<file path="src/sv/mer_pkg.sv">
// Shared types and constants for the midpoint ellipse rasterizer.
package mer_pkg;

    localparam int CENTRE_BITS = 11;
    localparam int PIX_BITS    = 13;
    localparam int PIX_COUNT   = 8;
    localparam int OUT_DATA_W  = PIX_BITS * PIX_COUNT;

    localparam logic MODE_START = 1'b0;
    localparam logic MODE_STEP  = 1'b1;

    typedef enum logic [3:0] {
        ST_IDLE    = 4'b0001,
        ST_SQUARE  = 4'b0010,
        ST_PRODUCT = 4'b0100,
        ST_EMIT    = 4'b1000
    } eng_state_t;

    // Status of the queue head as the engine sees it.
    typedef struct packed {
        logic valid;
        logic is_start;
    } head_t;

endpackage

</file>
<file path="src/sv/midpoint_ellipse_rasterizer_core.sv">
// Midpoint ellipse rasterizer: a two-entry input queue in front of the stepping engine.
// Throughput: one step beat per cycle while the engine is idle and the output is not stalled; a start
// holds the engine while it captures the start, squares the radii, forms the radius product and emits
// the first point.
// The output register frees the input side while a finished beat waits for m_axis_tready.
// Reset (rst_n low, asynchronous) empties the queue and output and leaves no ellipse running.
module midpoint_ellipse_rasterizer_core #(
    parameter int RADIUS_BITS = 10
) (
    input  logic                           clk,
    input  logic                           rst_n,
    input  logic                           s_axis_tvalid,
    output logic                           s_axis_tready,
    // radius_x, radius_y, centre_x, centre_y, zero padding
    input  logic [((2*RADIUS_BITS+2*mer_pkg::CENTRE_BITS+7)/8)*8-1:0] s_axis_tdata,
    // mode
    input  logic                           s_axis_tuser,
    output logic                           m_axis_tvalid,
    input  logic                           m_axis_tready,
    // pix0_x, pix0_y, pix1_x, pix1_y, pix2_x, pix2_y, pix3_x, pix3_y
    output logic [mer_pkg::OUT_DATA_W-1:0] m_axis_tdata,
    // last_point
    output logic                           m_axis_tlast,
    // no_point
    output logic                           m_axis_tuser
);
    localparam int FIELD_W = 2*RADIUS_BITS + 2*mer_pkg::CENTRE_BITS;

    mer_pkg::head_t                  head;
    logic                            pop;
    logic [RADIUS_BITS-1:0]          head_radius_x, head_radius_y;
    logic [mer_pkg::CENTRE_BITS-1:0] head_centre_x, head_centre_y;

    mer_front #(
        .RADIUS_BITS (RADIUS_BITS)
    ) u_front (
        .clk           (clk),
        .rst_n         (rst_n),
        .s_axis_tvalid (s_axis_tvalid),
        .s_axis_tready (s_axis_tready),
        .s_axis_fields (s_axis_tdata[FIELD_W-1:0]),
        .s_axis_tuser  (s_axis_tuser),
        .pop           (pop),
        .head          (head),
        .head_radius_x (head_radius_x),
        .head_radius_y (head_radius_y),
        .head_centre_x (head_centre_x),
        .head_centre_y (head_centre_y)
    );

    mer_engine #(
        .RADIUS_BITS (RADIUS_BITS)
    ) u_engine (
        .clk           (clk),
        .rst_n         (rst_n),
        .head          (head),
        .head_radius_x (head_radius_x),
        .head_radius_y (head_radius_y),
        .head_centre_x (head_centre_x),
        .head_centre_y (head_centre_y),
        .pop           (pop),
        .m_axis_tvalid (m_axis_tvalid),
        .m_axis_tready (m_axis_tready),
        .m_axis_tdata  (m_axis_tdata),
        .m_axis_tlast  (m_axis_tlast),
        .m_axis_tuser  (m_axis_tuser)
    );

endmodule

</file>
<file path="src/sv/mer_front.sv">
// Input side: accepts beats into a two-entry queue and classifies the head item.
module mer_front #(
    parameter int RADIUS_BITS = 10
) (
    input  logic                            clk,
    input  logic                            rst_n,
    input  logic                            s_axis_tvalid,
    output logic                            s_axis_tready,
    input  logic [2*RADIUS_BITS+2*mer_pkg::CENTRE_BITS-1:0] s_axis_fields,
    input  logic                            s_axis_tuser,
    input  logic                            pop,
    output mer_pkg::head_t                  head,
    output logic [RADIUS_BITS-1:0]          head_radius_x,
    output logic [RADIUS_BITS-1:0]          head_radius_y,
    output logic [mer_pkg::CENTRE_BITS-1:0] head_centre_x,
    output logic [mer_pkg::CENTRE_BITS-1:0] head_centre_y
);
    localparam int CB      = mer_pkg::CENTRE_BITS;
    localparam int FIELD_W = 2*RADIUS_BITS + 2*CB;
    localparam int ENTRY_W = FIELD_W + 1;

    logic [ENTRY_W-1:0] slot_reg [2];
    logic               wr_ptr_reg, wr_ptr_next;
    logic               rd_ptr_reg, rd_ptr_next;
    logic [1:0]         count_reg, count_next;
    logic               push;
    logic [ENTRY_W-1:0] head_entry;

    assign s_axis_tready = (count_reg != 2'd2);
    assign push          = s_axis_tvalid && s_axis_tready;
    assign head_entry    = slot_reg[rd_ptr_reg];

    assign head.valid    = (count_reg != 2'd0);
    assign head.is_start = (head_entry[FIELD_W] == mer_pkg::MODE_START);
    assign head_radius_x = head_entry[RADIUS_BITS-1:0];
    assign head_radius_y = head_entry[2*RADIUS_BITS-1:RADIUS_BITS];
    assign head_centre_x = head_entry[2*RADIUS_BITS+CB-1:2*RADIUS_BITS];
    assign head_centre_y = head_entry[FIELD_W-1:2*RADIUS_BITS+CB];

    always_comb
    begin
        wr_ptr_next = push ? ~wr_ptr_reg : wr_ptr_reg;
        rd_ptr_next = pop ? ~rd_ptr_reg : rd_ptr_reg;
        count_next  = count_reg;
        if (push && !pop)
        begin
            count_next = count_reg + 2'd1;
        end
        else if (pop && !push)
        begin
            count_next = count_reg - 2'd1;
        end
    end

    always_ff @(posedge clk or negedge rst_n)
    begin
        if (!rst_n)
        begin
            wr_ptr_reg <= 1'b0;
            rd_ptr_reg <= 1'b0;
            count_reg  <= 2'd0;
        end
        else
        begin
            wr_ptr_reg <= wr_ptr_next;
            rd_ptr_reg <= rd_ptr_next;
            count_reg  <= count_next;
        end
    end

    always_ff @(posedge clk)
    begin
        if (push)
        begin
            slot_reg[wr_ptr_reg] <= {s_axis_tuser, s_axis_fields};
        end
    end

endmodule

</file>
<file path="src/sv/mer_engine.sv">
// Back end: sets up an ellipse, steps the midpoint recurrence and holds the output beat.
module mer_engine #(
    parameter int RADIUS_BITS = 10
) (
    input  logic                            clk,
    input  logic                            rst_n,
    input  mer_pkg::head_t                  head,
    input  logic [RADIUS_BITS-1:0]          head_radius_x,
    input  logic [RADIUS_BITS-1:0]          head_radius_y,
    input  logic [mer_pkg::CENTRE_BITS-1:0] head_centre_x,
    input  logic [mer_pkg::CENTRE_BITS-1:0] head_centre_y,
    output logic                            pop,
    output logic                            m_axis_tvalid,
    input  logic                            m_axis_tready,
    output logic [mer_pkg::OUT_DATA_W-1:0]  m_axis_tdata,
    output logic                            m_axis_tlast,
    output logic                            m_axis_tuser
);
    localparam int R    = RADIUS_BITS;
    localparam int CB   = mer_pkg::CENTRE_BITS;
    localparam int PW   = mer_pkg::PIX_BITS;
    localparam int SQ_W = 2*R;
    localparam int PR_W = 3*R;
    localparam int X_W  = R + 2;
    localparam int Y_W  = R + 2;
    localparam int G_W  = 3*R + 4;
    localparam int P_W  = 4*R + 4;

    mer_pkg::eng_state_t state_reg, state_next;

    logic [R-1:0]                rx_reg, ry_reg;
    logic [CB-1:0]               cx_reg, cy_reg;
    logic [SQ_W-1:0]             rx2_reg, ry2_reg;
    logic [X_W-1:0]              x_reg;
    logic signed [Y_W-1:0]       y_reg;
    logic signed [G_W-1:0]       fx_reg, fy_reg;
    logic signed [P_W-1:0]       p_reg;
    logic                        region2_reg;
    logic                        active_reg;

    logic                        out_valid_reg;
    logic [mer_pkg::OUT_DATA_W-1:0] out_data_reg;
    logic                        out_last_reg;
    logic                        out_none_reg;

    logic                        out_free;
    logic                        emit;
    logic                        take_start;

    logic [PR_W-1:0]             prod;
    logic signed [G_W-1:0]       two_rx2, two_ry2;
    logic signed [P_W-1:0]       rx2_ext, ry2_ext;

    logic                        grow_x, fall_y;
    logic [X_W-1:0]              x_n;
    logic signed [Y_W-1:0]       y_n;
    logic signed [G_W-1:0]       fx_n, fy_n;
    logic signed [P_W-1:0]       p_n;
    logic                        region2_n;
    logic                        active_n;

    logic [PW-1:0]               cxp, cyp, xp, yp;
    logic [mer_pkg::OUT_DATA_W-1:0] pix_data;

    assign out_free = !out_valid_reg || m_axis_tready;

    always_comb
    begin
        state_next = state_reg;
        pop        = 1'b0;
        emit       = 1'b0;
        take_start = 1'b0;
        unique case (state_reg)
            mer_pkg::ST_IDLE:
            begin
                if (head.valid)
                begin
                    if (head.is_start)
                    begin
                        pop        = 1'b1;
                        take_start = 1'b1;
                        state_next = mer_pkg::ST_SQUARE;
                    end
                    else if (out_free)
                    begin
                        pop  = 1'b1;
                        emit = 1'b1;
                    end
                end
            end
            mer_pkg::ST_SQUARE:  state_next = mer_pkg::ST_PRODUCT;
            mer_pkg::ST_PRODUCT: state_next = mer_pkg::ST_EMIT;
            mer_pkg::ST_EMIT:
            begin
                if (out_free)
                begin
                    emit       = 1'b1;
                    state_next = mer_pkg::ST_IDLE;
                end
            end
            default: state_next = mer_pkg::ST_IDLE;
        endcase
    end

    // Gradient steps are twice the squares; fx and fy move by these whenever y or x moves.
    assign two_rx2 = {{(G_W-SQ_W-1){1'b0}}, rx2_reg, 1'b0};
    assign two_ry2 = {{(G_W-SQ_W-1){1'b0}}, ry2_reg, 1'b0};
    assign rx2_ext = {{(P_W-SQ_W){1'b0}}, rx2_reg};
    assign ry2_ext = {{(P_W-SQ_W){1'b0}}, ry2_reg};
    assign prod    = PR_W'(rx2_reg) * PR_W'(ry_reg);

    always_comb
    begin
        grow_x    = !region2_reg || (p_reg <= 0);
        fall_y    = region2_reg || (p_reg >= 0);
        x_n       = grow_x ? x_reg + X_W'(1) : x_reg;
        fy_n      = grow_x ? fy_reg + two_ry2 : fy_reg;
        y_n       = fall_y ? y_reg - Y_W'(1) : y_reg;
        fx_n      = fall_y ? fx_reg - two_rx2 : fx_reg;
        p_n       = p_reg
                  + (grow_x ? P_W'(fy_n) : P_W'(0))
                  - (fall_y ? P_W'(fx_n) : P_W'(0))
                  + (region2_reg ? rx2_ext : ry2_ext);
        region2_n = region2_reg || !(fx_n > fy_n);
        active_n  = !(region2_n && y_n[Y_W-1]);
    end

    always_comb
    begin
        cxp      = PW'(cx_reg);
        cyp      = PW'(cy_reg);
        xp       = PW'(x_reg);
        yp       = PW'(y_reg);
        pix_data = {cyp - yp, cxp + xp,
                    cyp - yp, cxp - xp,
                    cyp + yp, cxp - xp,
                    cyp + yp, cxp + xp};
    end

    always_ff @(posedge clk or negedge rst_n)
    begin
        if (!rst_n)
        begin
            state_reg     <= mer_pkg::ST_IDLE;
            active_reg    <= 1'b0;
            region2_reg   <= 1'b0;
            out_valid_reg <= 1'b0;
        end
        else
        begin
            state_reg <= state_next;
            if (state_reg == mer_pkg::ST_PRODUCT)
            begin
                active_reg  <= 1'b1;
                region2_reg <= (prod == '0);
            end
            else if (emit && active_reg)
            begin
                active_reg  <= active_n;
                region2_reg <= region2_n;
            end
            if (emit)
            begin
                out_valid_reg <= 1'b1;
            end
            else if (m_axis_tready)
            begin
                out_valid_reg <= 1'b0;
            end
        end
    end

    always_ff @(posedge clk)
    begin
        if (take_start)
        begin
            rx_reg <= head_radius_x;
            ry_reg <= head_radius_y;
            cx_reg <= head_centre_x;
            cy_reg <= head_centre_y;
        end
        if (state_reg == mer_pkg::ST_SQUARE)
        begin
            rx2_reg <= SQ_W'(rx_reg) * SQ_W'(rx_reg);
            ry2_reg <= SQ_W'(ry_reg) * SQ_W'(ry_reg);
        end
        if (state_reg == mer_pkg::ST_PRODUCT)
        begin
            x_reg  <= '0;
            y_reg  <= {2'b00, ry_reg};
            fy_reg <= '0;
            fx_reg <= {{(G_W-PR_W-1){1'b0}}, prod, 1'b0};
            p_reg  <= ry2_ext - {{(P_W-PR_W){1'b0}}, prod}
                    + {{(P_W-SQ_W+2){1'b0}}, rx2_reg[SQ_W-1:2]};
        end
        else if (emit && active_reg)
        begin
            x_reg  <= x_n;
            y_reg  <= y_n;
            fx_reg <= fx_n;
            fy_reg <= fy_n;
            p_reg  <= p_n;
        end
        if (emit)
        begin
            out_data_reg <= active_reg ? pix_data : '0;
            out_last_reg <= active_reg && !active_n;
            out_none_reg <= !active_reg;
        end
    end

    assign m_axis_tvalid = out_valid_reg;
    assign m_axis_tdata  = out_data_reg;
    assign m_axis_tlast  = out_last_reg;
    assign m_axis_tuser  = out_none_reg;

endmodule

</file>
<file path="config.mk">
export PLATFORM = sky130hd
export DESIGN_NAME = midpoint_ellipse_rasterizer_core
export DESIGN_NICKNAME = d
export VERILOG_FILES = /design/src/sv/mer_pkg.sv /design/src/sv/midpoint_ellipse_rasterizer_core.sv /design/src/sv/mer_front.sv /design/src/sv/mer_engine.sv
export SDC_FILE = /design/constraint.sdc
export NUM_CORES = 2
export LEC_CHECK = 0
export ABC_AREA = 1
export CAP_MARGIN = 20
export CORE_UTILIZATION = 45
export DETAILED_ROUTE_END_ITERATION = 10
export DONT_BUFFER_PORTS = 1
export HOLD_SLACK_MARGIN = 0.05
export PLACE_DENSITY_LB_ADDON = 0.15
export SYNTH_ARGS = -nofsm -noshare
export SYNTH_HDL_FRONTEND = slang
export SYNTH_SLANG_ARGS = --single-unit
</file>
<file path="constraint.sdc">
create_clock -name clk -period 10.9 [get_ports clk]
set_input_delay 1.09 -clock clk [delete_from_list [all_inputs] [get_ports clk]]
set_output_delay 1.09 -clock clk [all_outputs]
set_load 0.02 [all_outputs]
</file>
# [Word-level counts from Yosys, hierarchy flattened]
# Memory sizes are Yosys's and may differ from the RTL's.
# Index checks and enable logic that the tools add are counted.
[totals] regBits=335 ramBits=86 in_bits=53 out_inout_bits=108 elab_cells=119 n_memories=1
[op_classes] n_addsub=15 multipliers=3 n_lt_le_gt_ge=3 n_eq_ne=8 mux=36 bitwise=2 n_reduce_logical=27
[mem_list] memory="u_front.slot_reg" words=2 width=43 rd=1 rd_clocked_by_memory_dff=0 write_ports=1 line="mer_front.sv:22" rtl="logic [ENTRY_W-1:0] slot_reg [2];"
[op_table] op="$mux 44" n=4
[op_table] op="$add 44x44->44" n=2
[op_table] op="$mux 34" n=2
[op_table] op="$mux 31" n=2
[op_table] op="$add 44x18->44" n=1
[op_table] op="$ge 44x1->1 const B" n=1
[op_table] op="$le 44x1->1 const B" n=1
[op_table] op="$sub 44x44->44" n=1
[op_table] op="$mul 10x10->20" n=2
[op_table] op="$add 34x22->34" n=1
[op_table] op="$gt 34x34->1" n=1
[op_table] op="$sub 34x22->34" n=1
[op_table] op="$sub 20x30->31" n=1
[op_table] op="$logic_not 30->1" n=1
[op_table] op="$mul 20x10->30" n=1
[op_table] op="$mux 10" n=2
[op_table] op="$mux 20" n=1
[op_table] op="$mux 1" n=17
[op_table] op="$pmux 4 s4" n=1
[op_table] op="$add 11x12->13" n=1
[op_table] op="$add 12x12->13" n=1
[op_table] op="$sub 11x12->13" n=1
[op_table] op="$sub 12x12->13" n=1
[op_table] op="$add 12x1->12 const B" n=1
[op_table] op="20 further kinds" n=46

# [Longest topological paths before layout]
[logic_depth] ltp_word=10 mapped_depth=44 ltp_nobuf=42

# [Cells and area by module]
# From an unflattened synthesis, not the netlist that was laid out.
[unflattened] hier_cells=4878 hier_area_um2=39028.7
[modules_own_cells] mod="mer_engine" instances=1 cells_each=4718 area_each_um2=35519.1 seq_area_each_um2=7663.6
[modules_own_cells] mod="mer_front" instances=1 cells_each=160 area_each_um2=3509.6 seq_area_each_um2=2682.6

# [Worst setup path after synthesis]
# No wires, ideal clock.
[synth_path] path_kind="reg-to-reg" startpoint="register u_engine.ry_reg[2]" endpoint="register u_engine.p_reg[36], data pin" setup_ps=258 t_arrival_ps=7287 t_required_ps=10642 slack_ps=3355 path_stages_with_launch=43 n_path_buf=2 period_less_slack_ps=7545 cell_sequence="edfxtp_1 > clkbuf_1 > clkbuf_1 > nand2_1 > fa_1 > inv_1 > fa_1 > inv_1 > fa_1 > inv_1 > fa_1 > inv_1 > fa_1 > inv_1 > ha_1 > nand2_1 > inv_1 > nand2_1 > (+7 left out) > nand2_1 > a21boi_1 > nand2_1 > nand2_2 > xor2_1 > ha_1 > nand2_1 > o21ai_0 > a21o_1 > inv_1 > o21ai_0 > nand3_1 > clkinv_1 > nand2_2 > nor2_2 > nand2_2 > o21ai_4 > nand2_1"
[synth_via] elab_chain_len=4
[synth_lines] item="start, declared" line="mer_engine.sv:31" rtl="logic [R-1:0] rx_reg, ry_reg;"
[synth_lines] item="start signal, assigned" line="mer_engine.sv:178" rtl="ry_reg <= head_radius_y;"
[synth_lines] item="$mul 20x10->30" line="mer_engine.sv:110" rtl="assign prod = PR_W'(rx2_reg) * PR_W'(ry_reg);"
[synth_lines] item="$sub 20x30->31" line="mer_engine.sv:193" rtl="p_reg <= ry2_ext - {{(P_W-PR_W){1'b0}}, prod}"
[synth_lines] item="$add 44x18->44" line="mer_engine.sv:194" rtl="+ {{(P_W-SQ_W+2){1'b0}}, rx2_reg[SQ_W-1:2]};"
[synth_lines] item="$mux 44" line="mer_engine.sv:187" rtl="if (state_reg == mer_pkg::ST_PRODUCT)"
[synth_lines] item="end signal, assigned" line="mer_engine.sv:193"
[synth_lines] item="end signal, assigned" line="mer_engine.sv:202" rtl="p_reg <= p_n;"
[synth_lines] item="end, declared" line="mer_engine.sv:37" rtl="logic signed [P_W-1:0] p_reg;"
# No other way between the ends.
# A chain may end at the register's enable or synchronous reset.

# [Worst setup path in the final report]
[layout_path] startpoint="register u_engine.ry_reg[3]" endpoint="register u_engine.p_reg[40], data pin"
# Same word-level chain as after synthesis.

==> out/qor.csv <==
metric;value;unit
status;finished, final reports clean;
first-pass GRT wire length;164;mm
post-synthesis adder-cell area fraction;27.8;%
vias in the first global route;30200;
EDFF count, synth;302;
Filler cells;8277;
Worst Tran Pin Value;0.974;ns
Die X;294;um
core footprint;84100;sq um
TritonCTS clock tree;done;
Starting Density;45.7;%
commonest non-fill, non-tap cell in the layout;nand2_1;
clock tree buffer depth;3;
total negative slack;0;ns
row count;106;
Reg area;10300;sq um
final setup fails;0;
# diodes;0;
CP required;11.24;ns
multiplexer share of the synthesized area;0;%
Clock Skew;0.0462;ns
CTS Hold Bufs;0;
routed len/inst;17.7;um
vias per cell;5.16;
hpwl dp;83.7;mm
1st-iter DRT viols;1749;
Clock transition at path regs;0.06;ns
Area Growth Syn to Fin;6.35;%
clk_lat worst skew;0.63;ns
slowest stage delay, CP;0.84;ns
Die Ht;294;um
synth warn;0;
Global Route Usage Sum;24.3;%
area used by multi-input combinational logic;23700;sq um
# clock sinks;363;
Synth Area in Compound Gates;11.0;%
initial antenna violation count;0;
WS Path Type;reg2reg;
htree depth;2;
final hold vios;0;
Synth Area in XOR/XNOR;3.44;%
Simple-Gate Fraction of Synth Area;19.3;%
I/O pin cnt;161;
critical path launch point type;flop;
Nets;5482;
Mapped Cells;4838;
HP Class;in2async;
asr flop ratio synth;3.03;%
Crit-path slowest cell;edfxtp_1;
ANT nets after route;0;
Cell Area, Synth;38500;sq um
Unique masters post-synth;63;
Tmin final;8.66;ns
post-synthesis register bit count;363;
most frequent cells in the layout;nand2_1, inv_1, ha_1;
prevailing post-synth register cell;edfxtp_1;
Placer Congestion;0.971;
via count;30500;
overall routed net length;105;mm
largest family of logic cells by synthesized area;adder cells;
DRT Pass-1 Iters;8;
final max-slew violation count;0;
CTS root buffer;clkbuf_16;
DRC Markers;0;
Syn Area/Cell;7.95;sq um
port buffer count;0;
path depth of the worst reg2reg path;37;
Max-slew headroom;35.0;%
most numerous cell on the critical path;inv_1;
post-synthesis sequential area ratio;26.9;%
Setup Fix Bufs, Post-CTS;0;
gr ovfl total;0;
CTS buffer count;45;
Worst Hold Slack;0.161;ns
share of layout cells above drive strength 1;5.25;%
Final Cycle Share;79.5;%
f_max;115;MHz
max FFs per register;86;
CTS-repair resized insts;0;
RSZ-0062 raised after global routing;false;
CP max FO;15;
die footprint;86600;sq um
largest net degree at the start of global routing;65;
Critical Path Sink Type;flop;
Data arrival, critical path;9.00;ns
max_cap viols;0;
kinds of logic (layout without fill, tap and decap cells):
| kind of cell | count (synthesis) | in the layout |
|---|---|---|
| fa+ha+maj | 679 | 679 |
| other cells | 2 | 6 |
| compound gates | 767 | 767 |
| xor+xnor | 151 | 151 |
| simple gates | 1754 | 1754 |
| flops | 363 | 363 |
| buf+inv | 1122 | 1065 |
path summary, 6_finish.rpt:
check / startpoint / endpoint / slack (ns)
hold reg to reg: u_engine.fy_reg[31] / u_engine.fy_reg[31] / 0.48
hold / removal: rst_n / u_engine.state_reg[2] / 0.16
min in group clk: u_engine.fy_reg[31] / u_engine.fy_reg[31] / 0.48
max in group asynchronous: rst_n / u_engine.state_reg[0] / 10.56
setup / recovery: u_engine.ry_reg[3] / u_engine.p_reg[40] / 2.24
setup reg to reg: u_engine.ry_reg[3] / u_engine.p_reg[40] / 2.24
metrics by stage:
stage               setup slack [ns]  utilization, %  cells  instance area (sq um)
global placement                2.30            46.8   5837                  39300
detailed placement              2.28            46.8   5837                  39300
global route                    1.46            48.6   5919                  40900
finish                          2.24            48.6   5919                  40900
floorplan                       3.36               -   4842                  38500
CTS                             2.23            48.6   5919                  40900
routing by layer:
metal | up-vias | track usage (%) | part of all wire (%) | wire length (um)
li1 | 15300 | - | - | -
met1 | 14400 | 32.4 | 45 | 47000
met2 | 682 | 40.8 | 47 | 48900
met3 | 154 | 2.52 | 4.8 | 5010
met4 | 0 | 8.94 | 3.8 | 4010
met5 | - | 0 | 0 | 0
cell type report:
class / instances / area share (%)
multi-input cells: 3357 / 58.0
repair buffers: 34 / 0.624
flip-flops and latches: 363 / 25.3
well taps: 1134 / 3.47
inverters: 949 / 8.72
clock inverters: 28 / 0.924
clock buffers: 54 / 2.93
Yosys cell counts, types with 22 or more instances:
cell,n,area (sq um)
nand2_1,1065,4000
inv_1,934,3510
ha_1,384,4800
a21oi_1,363,1820
edfxtp_1,302,9070
nor2_1,300,1130
fa_1,295,5910
o21ai_0,235,1180
nand3_1,157,786
clkbuf_1,97,364
xor2_1,93,815
xnor2_1,58,508
buf_4,55,413
nand2_2,55,344
dfxtp_1,50,1000
nor3_1,42,210
nand4_1,40,250
a31oi_1,28,175
o21bai_1,24,180
nor4_1,22,138
o21a_1,22,165
critical path, delay by kind of cell (launching register included):
| kind | cells | cell delay [ns] |
|---|---|---|
| fa+ha+maj | 8 | 3.63 |
| compound gates | 8 | 1.54 |
| simple gates | 11 | 1.30 |
| xor+xnor | 2 | 0.55 |
| buf+inv | 8 | 0.47 |
| flops | 1 | 0.84 |
Power is not shown: default switching activity piles up to over one toggle a cycle in this logic, so the estimate is an artifact.
